**src/design/ppsc_pkg.sv**
```systemverilog
// ppsc_pkg: shared constants and controller/datapath command and status
// types for the prime pair sum counter; no dependencies
`timescale 1ns / 1ps

package ppsc_pkg;

    localparam int LIMIT     = 131072;
    localparam int ADDR_W    = $clog2(LIMIT);
    localparam int NW        = 17;
    localparam int WIN_W     = 11;
    localparam int WIN_MAX   = 1024;
    localparam int WIN_RESET = 100;
    localparam int MIN_M     = 4;
    localparam int M_STEP    = 2;
    localparam int PC_W      = 17;
    localparam int SUM_W     = 27;
    localparam int SQ_W      = 43;
    localparam int CNT_W     = 11;
    // width of a scanned number, and of a signed window number
    localparam int CW        = (NW > ADDR_W) ? NW : ADDR_W;
    localparam int MW        = CW + 2;
    // sieve index width, enough for sqrt(LIMIT) + 1
    localparam int IW        = (ADDR_W + 1) / 2 + 1;

    typedef struct packed {
        logic clr_step;
        logic sieve_init;
        logic sieve_rd;
        logic mark_init;
        logic mark_step;
        logic sieve_next;
        logic item_load;
        logic pair_init;
        logic scan;
        logic square;
        logic accum;
        logic win_next;
        logic out_load;
    } cmd_t;

    typedef struct packed {
        logic clr_last;
        logic sieve_more;
        logic map_prime;
        logic mark_last;
        logic skip_m;
        logic scan_done;
        logic last_m;
        logic out_free;
    } status_t;

endpackage

```
**src/design/ppsc_ctrl.sv**
```systemverilog
// ppsc_ctrl: controller state machine for sieve fill and per-request scan
// depends on ppsc_pkg
`timescale 1ns / 1ps

module ppsc_ctrl (
    input  logic                clk,
    input  logic                rst_n,
    input  ppsc_pkg::status_t   status,
    output ppsc_pkg::cmd_t      cmd,
    input  logic                in_valid,
    output logic                in_ready
);

    import ppsc_pkg::*;

    typedef enum logic [3:0] {
        CLEAR,
        SIEVE_RD,
        SIEVE_CHK,
        MARK,
        IDLE,
        PAIR_INIT,
        SCAN,
        SQUARE,
        ACCUM,
        NEXT,
        DONE
    } state_t;

    state_t state_reg;
    state_t state_next;

    always_ff @(posedge clk or negedge rst_n)
    begin
        if (!rst_n)
        begin
            state_reg <= CLEAR;
        end
        else
        begin
            state_reg <= state_next;
        end
    end

    assign in_ready = (state_reg == IDLE);

    always_comb
    begin
        state_next = state_reg;
        cmd        = '0;
        case (state_reg)
            CLEAR:
            begin
                cmd.clr_step = 1'b1;
                if (status.clr_last)
                begin
                    cmd.sieve_init = 1'b1;
                    state_next     = SIEVE_RD;
                end
            end
            SIEVE_RD:
            begin
                if (status.sieve_more)
                begin
                    cmd.sieve_rd = 1'b1;
                    state_next   = SIEVE_CHK;
                end
                else
                begin
                    state_next = IDLE;
                end
            end
            SIEVE_CHK:
            begin
                if (status.map_prime)
                begin
                    cmd.mark_init = 1'b1;
                    state_next    = MARK;
                end
                else
                begin
                    cmd.sieve_next = 1'b1;
                    state_next     = SIEVE_RD;
                end
            end
            MARK:
            begin
                cmd.mark_step = 1'b1;
                if (status.mark_last)
                begin
                    cmd.sieve_next = 1'b1;
                    state_next     = SIEVE_RD;
                end
            end
            IDLE:
            begin
                if (in_valid)
                begin
                    cmd.item_load = 1'b1;
                    state_next    = PAIR_INIT;
                end
            end
            PAIR_INIT:
            begin
                if (status.skip_m)
                begin
                    state_next = NEXT;
                end
                else
                begin
                    cmd.pair_init = 1'b1;
                    state_next    = SCAN;
                end
            end
            SCAN:
            begin
                cmd.scan = 1'b1;
                if (status.scan_done)
                begin
                    state_next = SQUARE;
                end
            end
            SQUARE:
            begin
                cmd.square = 1'b1;
                state_next = ACCUM;
            end
            ACCUM:
            begin
                cmd.accum  = 1'b1;
                state_next = NEXT;
            end
            NEXT:
            begin
                if (status.last_m)
                begin
                    state_next = DONE;
                end
                else
                begin
                    cmd.win_next = 1'b1;
                    state_next   = PAIR_INIT;
                end
            end
            DONE:
            begin
                if (status.out_free)
                begin
                    cmd.out_load = 1'b1;
                    state_next   = IDLE;
                end
            end
            default:
            begin
                state_next = CLEAR;
            end
        endcase
    end

endmodule

```
**config.mk**
```make
export PLATFORM = sky130hd
export DESIGN_NAME = ppsc_ctrl
export DESIGN_NICKNAME = d
export VERILOG_FILES = /design/src/design/ppsc_pkg.sv /design/src/design/ppsc_ctrl.sv
export SDC_FILE = /design/constraint.sdc
export NUM_CORES = 1
export LEC_CHECK = 0
export BUFFER_PORTS_ARGS = -buffer_cell sky130_fd_sc_hd__buf_4
export CORE_AREA = 5 5 42 44
export DETAILED_ROUTE_END_ITERATION = 6
export DIE_AREA = 0 0 47 49
export MAX_ROUTING_LAYER = met4
export PLACE_DENSITY = 0.74
export SETUP_SLACK_MARGIN = 0.5
export SYNTH_ARGS = -nofsm -noshare
export SYNTH_HDL_FRONTEND = slang
export SYNTH_SLANG_ARGS = --single-unit
```
**constraint.sdc**
```tcl
create_clock -name clk -period 1.7 [get_ports clk]
set_clock_uncertainty 0.05 [all_clocks]
set_input_delay 0.085 -clock clk [delete_from_list [all_inputs] [get_ports clk]]
set_output_delay 0.085 -clock clk [all_outputs]
set_load 0.05 [all_outputs]
```
==> results of run 1 <==
layer usage:
metal | track usage | up-vias | wire length [um]
li1 | - | 349 | -
met1 | 0.305 | 387 | 1150
met2 | 0.437 | 56 | 1550
met3 | 0.0627 | 14 | 168
met4 | 0.0783 | 0 | 129
met5 | - | - | 0
critical path: cells and delay by family (launching register included):
kind / cells / cell delay (ps)
muxes: 1 / 260
AOI/OAI and AO/OA: 2 / 350
DFF: 1 / 440
and+or+nand+nor: 1 / 530
logic make-up (layout without fill, tap and decap cells):
| logic type | count (synthesis) | after routing |
|---|---|---|
| simple gates | 33 | 33 |
| compound gates | 17 | 17 |
| buf+inv | 9 | 64 |
| flops | 4 | 4 |
| mux | 2 | 2 |
area by class of cell:
type,instances,area [um^2],share of cell area
timing repair buffer,56,596,0.456
multi-input combinational,52,538,0.412
sequential,4,104,0.0795
clock buffer,4,26.3,0.0201
inverter,4,22.5,0.0172
tap,16,20.0,0.0153
per-stage QoR:
| step | utilization | worst slack [ps] |
|---|---|---|
| 2_1_floorplan | - | -49.2 |
| 3_3_place_gp | 0.595 | 161 |
| 3_5_place_dp | 0.595 | 102 |
| 4_1_cts | 0.859 | 113 |
| 5_1_grt | 0.932 | -79.2 |
| 6_report | 0.932 | -27.1 |
what timing repair did:
item                                    4_1_cts  5_1_grt
endpoints found under the hold margin         4        0
resized for setup                            41       17
pin swaps                                    14       12
setup buffers                                18        5
endpoints found under the setup margin       18       18
hold buffers                                  1        0
cloned                                        1        0
final timing paths:
path | to | slack [ps] | from
worst max-delay path | state_reg[1] | -30 | state_reg[1]
worst min-delay path | state_reg[0] | 10 | status[4]
worst max register to register | state_reg[1] | -30 | state_reg[1]
worst min register to register | state_reg[2] | 670 | state_reg[0]
max in group asynchronous | state_reg[1] | 1380 | rst_n
min in group asynchronous | state_reg[3] | 100 | rst_n
placed cells by master, fill, tap and decap left out, drive strengths merged:
cell and count:
buf 55, nor2 7, nand2b 5, nor3 5
o21ai 4, o22ai 4, clkbuf 4, dfrtp 4
and3 3, nand2 3, clkinvlp 2, and2 2
mux2i 2, inv 2, o32a 2, a21oi 2
nand3 2, nor4 2, nor4bb 2, nor2b 1
or4b 1, o31a 1, o21a 1, o2bb2ai 1
o22a 1, o41a 1, dlygate4sd3 1
power breakdown:
group | internal, mW | leakage (nW) | total [mW] | switching (mW)
clock network | 0.0898 | 0.0150 | 0.155 | 0.0648
registers | 0.144 | 0.0467 | 0.216 | 0.0718
logic | 1.07 | 0.486 | 2.17 | 1.10
==> flow_summary.json, run 1 <==
{
  "outcome": "finished, violations left",
  "violated_checks": "negative setup slack",
  "max_clock_freq_mhz": 579,
  "crit_path_cell_chain": "or4b_4 > o31a_1 > o22ai_2 > mux2i_1",
  "synth.top_cell.area_share": 0.210,
  "timing.max_slew.rel_slack": 0.761,
  "synthMuxAreaShare": 0.0420,
  "avgSynthCellArea_um2": 7.33,
  "postSynthCellCount": 65,
  "synth_sequential_area_ratio": 0.210,
  "antenna-diode-count": 0,
  "largest_cells_by_area_after_synthesis": "dfrtp_1, nand2b_1, nor2_1, nor3_1, buf_2",
  "worstSkewPairLatency_ps": 260,
  "initial_utilization": 0.340,
  "post_dp_cell_area_um2": 833,
  "power.leakage_nw": 0.548,
  "place.gp.congestion": 0.855,
  "final.min_clock_period_ps": 1730,
  "total_power_per_unit_cell_area_nw_per_um2": 1950,
  "area_growth_syn_to_layout_pct": 174,
  "initial_antenna_violation_count": 0,
  "cts_sinks": 4,
  "hold_viol": 0,
  "syn_nets": 76,
  "wirelength_um": 3000,
  "wl_per_cell_um": 22.0,
  "critical_path.max_stage_delay_ps": 530,
  "ys_types": 26,
  "clkSlewWorstSetupHoldPaths_ps": 50,
  "timing_worst_setup_path_type": "reg -> reg",
  "critPathRequiredTime_ps": 1810,
  "pin_count": 25,
  "grt_setup_unrepaired": "yes",
  "sort_of_element_at_the_start_of_the_critical_path": "flip-flop",
  "grt_first_pass_wirelength_um": 4220,
  "fillCellCount": 44,
  "drive_gt1_frac": 0.767,
  "fin_setup_tns_ps": -27.1,
  "detailed_place_hpwl_um": 1230,
  "drt_first_iter_violations": 36,
  "synth-seq-cells": 4,
  "cts_tree": "built",
  "globalRoute.totalOverflow": 0,
  "cts_buffers": 3,
  "core_area_um2": 1400,
  "dominantRegCellSynth": "dfrtp_1",
  "synth_edf_count": 0,
  "gr-usage-all-layers": 0.264,
  "finish_stage_setup_viols": 1,
  "max-clock-path-buffers": 2,
  "synth_fa_ha_area_frac": 0,
  "synth_top_family_by_area": "simple AND/OR/NAND/NOR gates",
  "post_synthesis_compound_gate_area_fraction": 0.265,
  "place.detailed.instances": 107,
  "yosys.area_share.simple": 0.386,
  "y_dimension_of_the_die_um": 49,
  "synth.top_cells.by_count": "nor2_1, nand2b_1, nor3_1",
  "worst_r2r_path_depth": 4,
  "largest_reg_flops": 4,
  "yosys.area_share.xor_xnor": 0,
  "layout.cell_area.non_filler_um2": 1310,
  "final-instance-count-excl-fill": 136,
  "worst_hold_path_type": "in -> reg",
  "antenna_violating_nets_post_route": 0,
  "first_global_vias": 833,
  "min_path_cells": 2,
  "worst_slack_ps": -27.1,
  "synth_area_um2": 477,
  "slowest_stage": "or4b_4",
  "synth-warning-count": 0,
  "synth_top_cell_by_area": "dfrtp_1",
  "maxCapViolCount": 0,
  "timing.critical_path.fanout_max": 3,
  "timing_worst_slew_pin_value_ps": 354,
  "max-vdd-ir-drop_mv": 1.33,
  "portbufs": 24,
  "synth_most_common_cell": "nor2_1",
  "grt_max_degree": 17,
  "nets_final": 132,
  "ys_async_sr_fraction": 1.00,
  "die_outline_width_um": 47,
  "detail_route.drc_violations": 0,
  "worst_ep_arrival_time_ps": 1840,
  "drtPass1Iterations": 4,
  "htree_levels": 1,
  "worst_setup_path_end_kind": "flip-flop",
  "hold_ws_ps": 12.5,
  "vias": 806,
  "slew_violations": 0,
  "dieArea_um2": 2300,
  "num_rows": 14,
  "power_mw": 2.54,
  "final.period_utilization": 1.02,
  "via_per_inst": 5.93,
  "cts.root.buffer_cell": "clkbuf_4"
}
No activity file was read; power rests on OpenSTA's default activity.
==> run 2: changes to the inputs <==
Settings changed: SETUP_SLACK_MARGIN 0.5 to not set.
Clock period 1.7 ns to 1.65 ns, I/O delays scaled along.
==> run 2 against run 1 <==
Compared with the run above:
- largest power group unchanged
- first-iteration DRC count decreased by 56%
- power decreased by 37%
- the flow now finishes without violations
- highest routed layer is now met3
- combinational power decreased by 41%
- critical path depth increased by 1
- wire length decreased by 46%
- worst setup slack improved by 62 ps
- count of clock-buffer cells in the layout decreased by 1
- die area unchanged
==> flow_summary.json, run 2 (same netlist as run 1, synthesis figures left out) <==
{
  "place.gp.congestion": 0.877,
  "detailed_place_hpwl_um": 1250,
  "htree_levels": 1,
  "cts_buffers": 3,
  "globalRouteMet3Util": 0.0185,
  "initial_utilization": 0.340,
  "sequential_cell_area_um2": 103,
  "critical_path.reg2reg.startpoint": "state_reg[2]",
  "met2_usage_in_global_routing": 0.258,
  "worst_setup_path_endpoint": "cmd[1]",
  "worst_ep_arrival_time_ps": 1480,
  "globalRoute.totalOverflow": 0,
  "pin_count": 25,
  "multiInputGateArea_um2": 397,
  "max_clock_freq_mhz": 619,
  "area_growth_syn_to_layout_pct": 75.9,
  "nets_final": 110,
  "grt_max_degree": 17,
  "y_dimension_of_the_die_um": 49,
  "antenna-diode-count": 0,
  "first_global_vias": 626,
  "outcome": "finished clean",
  "timing.critical_path.fanout_max": 8,
  "finish_stage_setup_viols": 0,
  "vias": 637,
  "dieArea_um2": 2300,
  "die_outline_width_um": 47,
  "timing_worst_slew_pin_value_ps": 458,
  "sort_of_element_at_the_start_of_the_critical_path": "flip-flop",
  "total_power_per_unit_cell_area_nw_per_um2": 1910,
  "max-clock-path-buffers": 2,
  "timing_worst_setup_path_type": "reg -> out",
  "slew_violations": 0,
  "maxCapViolCount": 0,
  "cts_sinks": 4,
  "drive_gt1_frac": 0.495,
  "max-vdd-ir-drop_mv": 0.972,
  "worstSkewPairLatency_ps": 230,
  "timing.max_slew.rel_slack": 0.691,
  "num_rows": 14,
  "antenna_violating_nets_post_route": 0,
  "gr-usage-all-layers": 0.155,
  "fillCellCount": 138,
  "grt_setup_unrepaired": "yes",
  "worst_hold_path_type": "in -> reg",
  "preCtsSetupSlack_ps": 59.0,
  "via_per_inst": 5.64,
  "worst-r2r-setup-slack_ps": 60,
  "launch_point_of_the_critical_path": "state_reg[2]",
  "clkSlewWorstSetupHoldPaths_ps": 40,
  "core_area_um2": 1400,
  "grt_first_pass_wirelength_um": 2680,
  "layout.cells.most_common_list": "buf_4, nor2_1, nand2b_1, inv_1, o21ai_0",
  "worst_slack_ps": 34.5,
  "grt_use_met1": 0.181,
  "initial_antenna_violation_count": 0,
  "wirelength_um": 1620,
  "detail_route.drc_violations": 0,
  "largest_reg_flops": 4,
  "min-delay-start": "status[4]",
  "layout_commonest_cell": "buf_4",
  "cts_tree": "built",
  "power_mw": 1.60,
  "worst_r2r_endpoint": "state_reg[1]",
  "cts.root.buffer_cell": "clkbuf_4",
  "critPathRequiredTime_ps": 1520,
  "final.period_utilization": 0.979,
  "worst_setup_path_end_kind": "output port",
  "worst_r2r_path_depth": 6,
  "hold_viol": 0,
  "wl_per_cell_um": 14.3,
  "drt_first_iter_violations": 16,
  "final.min_clock_period_ps": 1620,
  "drtPass1Iterations": 4,
  "grt_busiest_layer": "met2",
  "power.leakage_nw": 0.379,
  "portbufs": 24
}
run 2: cell types whose count changed in the layout (fill, tap and decap cells not counted), sizes merged:
cell      change
buf          -22
clkinvlp      -2
inv           +2
clkbuf        -1
run 2: through the flow:
stage | std cells | TNS [ps] | cell area (um^2) | utilization | hold slack, ps
2_1_floorplan | 65 | -691 | 514 | - | -263
3_3_place_gp | 108 | 0 | 756 | 0.539 | -169
3_5_place_dp | 108 | 0 | 756 | 0.539 | -170
4_1_cts | 112 | 0 | 798 | 0.570 | 31.6
5_1_grt | 113 | -90.5 | 838 | 0.598 | 22.6
6_report | 113 | 0 | 838 | 0.598 | 41.5
run 2: worst min path at each step:
stage	to	slack, ps	cells after the start
2_1_floorplan	state_reg[0]	-260	0
3_3_place_gp	state_reg[3]	-170	1
3_5_place_dp	state_reg[3]	-170	1
4_1_cts	state_reg[0]	30	2
5_1_grt	state_reg[0]	20	2
6_report	state_reg[0]	40	2
run 2: timing repair:
item | CTS | global route
pin swaps | 0 | 1
gates resized for setup | 4 | 7
setup buffers | 0 | 1
setup endpoints to repair | 3 | 5
hold endpoints to repair | 4 | 0
cloned | 0 | 0
hold buffers | 1 | 0
run 2: layer usage:
metal / vias to the layer above / wire (um) / part of all wire
li1: 305 / - / -
met1: 304 / 632 / 0.39
met2: 28 / 874 / 0.54
met3: 0 / 108 / 0.067
met4: 0 / 0 / 0
met5: - / 0 / 0
run 2: cell type report:
class,count,share of cell area
Timing Repair Buffer,34,0.336
Tap cell,16,0.0239
Clock buffer,3,0.0269
Inverter,4,0.0179
Multi-Input combinational cell,52,0.473
Sequential cell,4,0.122
run 2: critical path, cell delays in order, from the launching register on:
cell	delay [ps]
dfrtp_2	440
buf_4	170
nand2b_1	180
buf_4	160
nor3_4	120
buf_6	180
run 2: where the power goes:
part / switching (mW) / internal, mW / total (mW) / leakage (nW)
sequential: 0.0595 / 0.147 / 0.207 / 0.0481
clock: 0.0383 / 0.0813 / 0.120 / 0.0138
combinational: 0.755 / 0.519 / 1.27 / 0.317
total: 0.853 / 0.747 / 1.60 / 0.379
==> run 3: changes to the inputs <==
Settings changed: PLACE_DENSITY 0.74 to 0.64.
==> run 3 against run 2 <==
Compared with the run above:
- sequential cell count is the same
- power grew 2.3%
- sequential share of layout area shrank 0.23 points
- first-iteration DRC count shrank 19%
- die area is the same
- combinational power grew 3%
- via count grew 1.9%
==> flow_summary.json, run 3 (same netlist as run 1, synthesis figures left out) <==
{
  "die_outline_width_um": 47,
  "max-clock-path-buffers": 2,
  "initial_utilization": 0.340,
  "grt_first_pass_wirelength_um": 2710,
  "detailed_place_hpwl_um": 1260,
  "largest_reg_flops": 4,
  "cts_tree": "built",
  "power.leakage_nw": 0.387,
  "place.gp.congestion": 0.834,
  "max_clock_freq_mhz": 616,
  "cts_sinks": 4,
  "y_dimension_of_the_die_um": 49,
  "worst_hold_path_type": "in -> reg",
  "outcome": "finished clean",
  "cts_buffers": 3,
  "drive_gt1_frac": 0.515,
  "core_area_um2": 1400,
  "dieArea_um2": 2300,
  "final.period_utilization": 0.984,
  "timing.critical_path.fanout_max": 5,
  "final-instance-count-excl-fill": 115,
  "wl_per_cell_um": 14.7,
  "drtPass1Iterations": 4,
  "place.detailed.instances": 108,
  "detail_route.drc_violations": 0,
  "final.min_clock_period_ps": 1620,
  "grt_max_degree": 17,
  "layout_commonest_cell": "buf_4",
  "met2_usage_in_global_routing": 0.242,
  "antenna_violating_nets_post_route": 0,
  "wirelength_um": 1700,
  "min-delay-start": "status[4]",
  "layout.cells.most_common_list": "buf_4, buf_6, nor2_1",
  "grt_use_met1": 0.195,
  "via_per_inst": 5.64,
  "timing.max_slew.rel_slack": 0.706,
  "timing_worst_slew_pin_value_ps": 435,
  "cts.root.buffer_cell": "clkbuf_4",
  "gr-usage-all-layers": 0.162,
  "drt_first_iter_violations": 13,
  "launch_point_of_the_critical_path": "state_reg[2]",
  "hold_ws_ps": 31.7,
  "htree_levels": 1,
  "maxCapViolCount": 0,
  "total_power_per_unit_cell_area_nw_per_um2": 1910,
  "globalRoute.totalOverflow": 0,
  "slew_violations": 0,
  "critPathRequiredTime_ps": 1760,
  "hold_viol": 0,
  "area_growth_syn_to_layout_pct": 79.3,
  "finish_stage_setup_viols": 0,
  "critical_path.reg2reg.startpoint": "state_reg[2]",
  "nets_final": 112,
  "num_rows": 14,
  "grt_busiest_layer": "met2",
  "vias": 649,
  "antenna-diode-count": 0,
  "initial_antenna_violation_count": 0,
  "timing_worst_setup_path_type": "reg -> reg",
  "grt_setup_unrepaired": "yes",
  "pin_count": 25,
  "fin_setup_tns_ps": 0,
  "portbufs": 24,
  "clkSlewWorstSetupHoldPaths_ps": 40,
  "first_global_vias": 635,
  "worst_ep_arrival_time_ps": 1730,
  "max-vdd-ir-drop_mv": 0.914,
  "worst_setup_path_end_kind": "flip-flop",
  "sort_of_element_at_the_start_of_the_critical_path": "flip-flop",
  "globalRouteMet3Util": 0.0627,
  "worstSkewPairLatency_ps": 240
}
[run 3: final timing paths]
check / to / cells past startpoint / slack (ps)
max: state_reg[1] / 6 / 30
min: state_reg[0] / 2 / 30
max reg2reg: state_reg[1] / 6 / 30
min reg2reg: state_reg[2] / 2 / 690
max in group asynchronous: state_reg[2] / 2 / 1310
min in group asynchronous: state_reg[3] / 2 / 130
[run 3: repair_timing]
item | 4_1_cts | 5_1_grt
hold buffers | 1 | 0
endpoints found under the hold margin | 4 | 0
setup buffers | 1 | 2
pin swaps | 1 | 2
cloned | 0 | 0
resized for setup | 5 | 11
setup endpoints to repair | 7 | 11
[run 3: cell type report]
cell class | count | area [um^2]
repair buffers | 36 | 303
well taps | 16 | 20.0
inverters | 4 | 15.0
multi-input cells | 52 | 392
clock buffers | 3 | 22.5
flip-flops and latches | 4 | 103
fillers | 123 | 547
[run 3: per-stage QoR]
step	area, um^2	total power, mW	utilization	worst slack, ps
final	855	1.64	0.610	27.1
after global routing	855	1.75	0.610	-54.0
after CTS	800	1.56	0.571	0.280
after detailed placement	743	1.37	0.530	126
after global placement	743	1.36	0.530	117
after floorplan	514	1.04	-	-304
[run 3: per-layer routing]
layer	share of wire	routed length (um)	vias to the layer above
li1	-	-	318
met1	0.39	661	304
met2	0.52	886	25
met3	0.079	134	2
met4	0.0071	12	0
met5	0	0	-
[run 3: critical path, stage by stage (launching register included)]
cell      delay [ps]
dfrtp_2          410
buf_6            130
buf_4            140
nor4bb_2         340
nor3_1           110
o22ai_2          170
mux2i_1          190
[run 3: power breakdown]
group          switching (mW)  leakage (nW)  internal (mW)
logic                   0.772         0.325          0.542
registers              0.0505        0.0481          0.147
clock network          0.0429        0.0138         0.0816
total                   0.865         0.387          0.771
